`config.mk`:
```
export PLATFORM = sky130hd
export DESIGN_NAME = pfrd_ctrl
export DESIGN_NICKNAME = d
export VERILOG_FILES = /design/src/hw/rtl/pfrd_pkg.sv /design/src/hw/rtl/pfrd_ctrl.sv
export SDC_FILE = /design/constraint.sdc
export NUM_CORES = 1
export LEC_CHECK = 0
export BUFFER_PORTS_ARGS = -buffer_cell sky130_fd_sc_hd__buf_2
export CAP_MARGIN = 20
export CORE_MARGIN = 2
export CORE_UTILIZATION = 25
export DETAILED_ROUTE_END_ITERATION = 6
export PLACE_DENSITY_LB_ADDON = 0.2
export SLEW_MARGIN = 20
export SYNTH_ARGS = -nofsm -noshare
export SYNTH_HDL_FRONTEND = slang
export SYNTH_SLANG_ARGS = --single-unit
```
`constraint.sdc`:
```
create_clock -name i_clk -period 1.7 [get_ports i_clk]
set_clock_uncertainty 0.15 [all_clocks]
set_input_delay 0.34 -clock i_clk [delete_from_list [all_inputs] [get_ports i_clk]]
set_output_delay 0.34 -clock i_clk [all_outputs]
set_load 0.05 [all_outputs]
```
`src/hw/rtl/pfrd_pkg.sv`:
```
// Shared constants, command codes, control structs and mask helper for the rectangle drawer.
package pfrd_pkg;

    // Frame geometry
    localparam int WIDTH_PIXELS  = 128;
    localparam int HEIGHT_PIXELS = 64;
    localparam int PAGE_COUNT    = (HEIGHT_PIXELS + 7) / 8;
    localparam int STORE_BYTES   = WIDTH_PIXELS * PAGE_COUNT;

    localparam int COL_W  = $clog2(WIDTH_PIXELS);
    localparam int PAGE_W = $clog2(PAGE_COUNT);
    localparam int ROW_W  = PAGE_W + 3;
    localparam int ADDR_W = $clog2(STORE_BYTES);

    // Port field widths
    localparam int CMD_W  = 3;
    localparam int X_W    = 7;
    localparam int Y_W    = 6;
    localparam int RW_W   = 8;
    localparam int RH_W   = 7;
    localparam int RA_W   = 10;
    localparam int DATA_W = 8;

    // Widths for edge checks, wide enough for origin plus size
    localparam int SUMX_W = 10;
    localparam int SUMY_W = 9;
    localparam int SUMA_W = RA_W + 1;

    localparam logic [DATA_W-1:0] BIT0_MASK = 8'h01;

    typedef enum logic [CMD_W-1:0] {
        CMD_SET_PIXEL = 3'd0,
        CMD_RECT_LINE = 3'd1,
        CMD_RECT_FILL = 3'd2,
        CMD_CLEAR     = 3'd3,
        CMD_READ      = 3'd4
    } t_cmd_code;

    // Strobes from controller to datapath
    typedef struct packed {
        logic load;
        logic pix_step;
        logic draw_step;
        logic rd_step;
        logic clr_step;
        logic out_load;
        logic out_err;
        logic out_data;
    } t_dp_cmd;

    // Flags from datapath to controller
    typedef struct packed {
        logic pix_bad;
        logic rect_bad;
        logic rd_bad;
        logic draw_last;
        logic clr_last;
        logic out_free;
    } t_dp_stat;

    // Bits of rows lo..hi that fall in page pg
    function automatic logic [DATA_W-1:0] span_mask(
        input logic [PAGE_W-1:0] pg,
        input logic [ROW_W-1:0]  lo,
        input logic [ROW_W-1:0]  hi
    );
        logic [ROW_W-1:0]  row;
        logic [DATA_W-1:0] m;
        m = '0;
        for (int b = 0; b < DATA_W; b++) begin
            row  = {pg, 3'(b)};
            m[b] = (row >= lo) && (row <= hi);
        end
        return m;
    endfunction

endpackage

```
`src/hw/rtl/pfrd_ctrl.sv`:
```
// Controller: sequences the clear sweep, rectangle walk, pixel update and read.
module pfrd_ctrl (
    input  logic                        i_clk,
    input  logic                        i_rst_n,
    input  logic                        i_in_valid,
    output logic                        o_in_stall,
    input  logic [pfrd_pkg::CMD_W-1:0]  i_command,
    output pfrd_pkg::t_dp_cmd           o_cmd,
    input  pfrd_pkg::t_dp_stat          i_stat
);
    import pfrd_pkg::*;

    typedef enum logic [2:0] {
        S_INIT,
        S_IDLE,
        S_DECODE,
        S_DRAW,
        S_CLEAR,
        S_DRAIN,
        S_FINISH
    } t_state;

    t_state    r_state, n_state;
    t_cmd_code r_op, n_op;
    logic      r_err, n_err;
    logic      r_dsel, n_dsel;

    // Next state and datapath strobes
    always_comb begin
        n_state = r_state;
        n_op    = r_op;
        n_err   = r_err;
        n_dsel  = r_dsel;
        o_cmd   = '0;
        unique case (r_state)
            S_INIT: begin
                o_cmd.clr_step = 1'b1;
                if (i_stat.clr_last) begin
                    n_state = S_IDLE;
                end
            end
            S_IDLE: begin
                if (i_in_valid) begin
                    o_cmd.load = 1'b1;
                    n_op       = t_cmd_code'(i_command);
                    n_state    = S_DECODE;
                end
            end
            S_DECODE: begin
                n_err  = 1'b0;
                n_dsel = 1'b0;
                unique case (r_op) inside
                    CMD_SET_PIXEL: begin
                        if (i_stat.pix_bad) begin
                            n_err   = 1'b1;
                            n_state = S_FINISH;
                        end else begin
                            o_cmd.pix_step = 1'b1;
                            n_state        = S_DRAIN;
                        end
                    end
                    CMD_RECT_LINE, CMD_RECT_FILL: begin
                        if (i_stat.rect_bad) begin
                            n_err   = 1'b1;
                            n_state = S_FINISH;
                        end else begin
                            n_state = S_DRAW;
                        end
                    end
                    CMD_CLEAR: begin
                        n_state = S_CLEAR;
                    end
                    CMD_READ: begin
                        if (i_stat.rd_bad) begin
                            n_err = 1'b1;
                        end else begin
                            o_cmd.rd_step = 1'b1;
                            n_dsel        = 1'b1;
                        end
                        n_state = S_FINISH;
                    end
                    default: begin
                        n_err   = 1'b1;
                        n_state = S_FINISH;
                    end
                endcase
            end
            S_DRAW: begin
                o_cmd.draw_step = 1'b1;
                if (i_stat.draw_last) begin
                    n_state = S_DRAIN;
                end
            end
            S_CLEAR: begin
                o_cmd.clr_step = 1'b1;
                if (i_stat.clr_last) begin
                    n_state = S_FINISH;
                end
            end
            S_DRAIN: begin
                // last byte written back this cycle
                n_state = S_FINISH;
            end
            S_FINISH: begin
                if (i_stat.out_free) begin
                    o_cmd.out_load = 1'b1;
                    o_cmd.out_err  = r_err;
                    o_cmd.out_data = r_dsel;
                    n_state        = S_IDLE;
                end
            end
            default: begin
                n_state = S_IDLE;
            end
        endcase
    end

    assign o_in_stall = r_state != S_IDLE;

    // State and held flags
    always_ff @(posedge i_clk) begin
        if (!i_rst_n) begin
            r_state <= S_INIT;
            r_op    <= CMD_SET_PIXEL;
            r_err   <= 1'b0;
            r_dsel  <= 1'b0;
        end else begin
            r_state <= n_state;
            r_op    <= n_op;
            r_err   <= n_err;
            r_dsel  <= n_dsel;
        end
    end

endmodule

```
==> out/results.ini <==
[pwr]
peakVddDrop_v = 0.0004236
p_leak_nw = 0.4358
pwr_density_cell_nw_per_um2 = 733.2
finalPower_uw = 723.8

[grt]
grt_util_met1_pct = 14.77
grt_first_pass_wirelength_mm = 2.539
met3_usage_pct = 4.678
met2_usage_pct = 22.15
grt_use_total_pct = 13.05
grt_max_degree = 8
antenna_found_initial = 0
grt.overflow.total = 0
grt_pass1_vias = 636
top_usage_layer = met2

[worst_setup_path]
worstSetupPathType = flop to output port
arrival_ns = 1.37
crit_chain = or4b_4, nor2_4, buf_8
critical-path-top-delay-family = simple AND/OR/NAND/NOR gates
end_kind = output port
cp.required_ns = 1.21
crit_buf_inv = 1
critPathLaunchType = flop
max_stage_delay_ns = 0.53
cp_slowest_cell = or4b_4
cp_max_fo = 3

[synth]
netlist_area_um2 = 549.3
seq_area_frac_synth_pct = 29.16
ys_types = 34
syn_nets = 78
synth_common_cells = dfxtp_1 (8), nor2_1 (8), inv_1 (4), mux2i_1 (4)
yosys.area.top_type = dfxtp_1
synth_flop_cell = dfxtp_1
yosysTopAreaCellShare_pct = 29.16
async_flop_share_pct = 0
ys_ff_latch = 8
avgSynthCellArea_um2 = 8.322
yosysWarnings = 0
synth_area_leaders = dfxtp_1 (29%), mux2i_1 (7.3%), nor2_1 (5.5%), buf_6 (4.1%), and2_1 (3.4%)
syn_inst = 66
synth_edf_count = 0

[sta]
clock.fmax_mhz = 536.6
maxSlewViolCount = 0
slew_headroom_pct = 77.74
fin_crit_ns = 1.864
tightest_slew_ns = 0.3329
fin_crit_sh_pct = 109.6
setup_slack_ns = -0.1636
hold_ws_ns = 0.1827
rsz0062_at_grt = true
setup_viol = 6
hold_viol = 0

[flow_run]
max_cap_viol_count = 0

[placed_design]
place_ws_ns = -0.1054
dp.cells = 120
portBuffers = 20
dp_hpwl_mm = 1.109
globalplace.congestion = 0.7364
place_area_um2 = 779.5

[clock_network]
clock_latency_ns = 0.25
clock_path_buffers = 2
cts_root_buf = clkbuf_4
cts.reportedPaths.clkPinSlew_ns = 0.05
cts_sinks = 8
htree_levels = 1
cts.hold.buffers_added = 0
cts_tree = yes
cts_buffers = 3

[status]
violations = setup timing
status = finished with violations

[worst_hold_path]
hp-class = input pin to flop

[die]
core_um2 = 2022
initial_core_util_pct = 27.17
num_rows = 16
ios = 21
die_x_um = 50.88
die_y_um = 50.88
die_area_um2 = 2588

[final_layout]
fin_cells = 131
fillers = 192
drive_above_1_share_pct = 61.54
multi_input_area_um2 = 412.9
syn2layout_area_growth_pct = 79.73
nNetsFinal = 118
seqCellArea_um2 = 168.9
diodes = 0
fin_area_um2 = 987.2

[route]
drt-initial-drc-count = 8
vias = 635
viasPerCell = 4.847
drc = 0
final_antenna_net_count = 0
wirelength_mm = 1.492
wl_per_cell_um = 11.39
dr.pass1.iters = 4

## sequential cells by signal (all words and copies together) (netlist names)
name	count
r_state	3
r_err	1
r_op	3
r_dsel	1
## area by class of cell
class	instances	area share, %
multi-input cells	48	41.83
flip-flops and latches	8	17.11
clock buffers	3	2.281
inverters	4	1.521
repair buffers	41	33.84
well taps	27	3.422
## routing by layer
metal  up-vias  share of wire, %
met5         -                 0
met4         0               3.2
met3         6               4.9
met2        19                48
met1       296                44
li1        314                 -
## report_power, final
group	leakage [nW]	total (mW)	switching (mW)	internal (mW)
logic	0.354	0.354	0.181	0.173
registers	0.0675	0.223	0.0147	0.208
clock network	0.0138	0.147	0.0663	0.0809
total	0.436	0.724	0.262	0.462
## cells in the final DEF (no fill, tap or decap), types with 3 or more instances in the layout
cell type,synthesis,routed
dfxtp_2,0,4
buf_6,2,7
buf_4,1,18
dfxtp_1,8,3
nor2_1,8,5
o21ai_0,3,3
mux2i_1,4,4
nor2_4,0,3
clkbuf_4,0,3
inv_1,4,3
buf_8,0,4
buf_2,1,12
## logic make-up after synthesis
group / count (synthesis) / synth area share (%)
muxes: 4 / 7.290
and+or+nand+nor: 29 / 33.03
xor gates and xnor gates: 1 / 1.595
DFF: 8 / 29.16
buffers and inverters: 10 / 10.70
AOI/OAI and AO/OA: 14 / 18.22
## metrics by stage
| step | setup TNS (ns) | utilization (%) |
|---|---|---|
| 2_1_floorplan | -0.4441 | - |
| 3_3_place_gp | -0.1374 | 38.55 |
| 3_5_place_dp | -0.1448 | 38.55 |
| 4_1_cts | -0.7598 | 45.98 |
| 5_1_grt | -1.077 | 48.82 |
| 6_report | -0.6575 | 48.82 |
## path summary, 6_finish.rpt
path                                 from                       to  slack [ns]  cells after the start
setup / recovery     r_op[0]$_SDFFE_PN0P_                 o_cmd[4]       -0.16                      3
setup reg to reg  r_state[2]$_SDFFE_PN0P_  r_state[0]$_SDFFE_PN0P_        0.07                      6
hold / removal               i_command[0]     r_op[0]$_SDFFE_PN0P_        0.18                      3
hold reg to reg        r_err$_SDFFE_PN0P_       r_err$_SDFFE_PN0P_        0.38                      1
## repair_timing
action	in CTS	in global routing
pin swaps	9	5
buffers inserted	6	2
gates resized for setup	28	8
endpoints found under the setup margin	8	8
## worst reg2reg max path, delay by kind of cell (launching register included)
kind,cells,cell delay (ns)
DFF,1,0.33
buffers and inverters,3,0.40
and+or+nand+nor,1,0.26
AOI/OAI and AO/OA,2,0.39
Power figures use the tool's default switching activity.
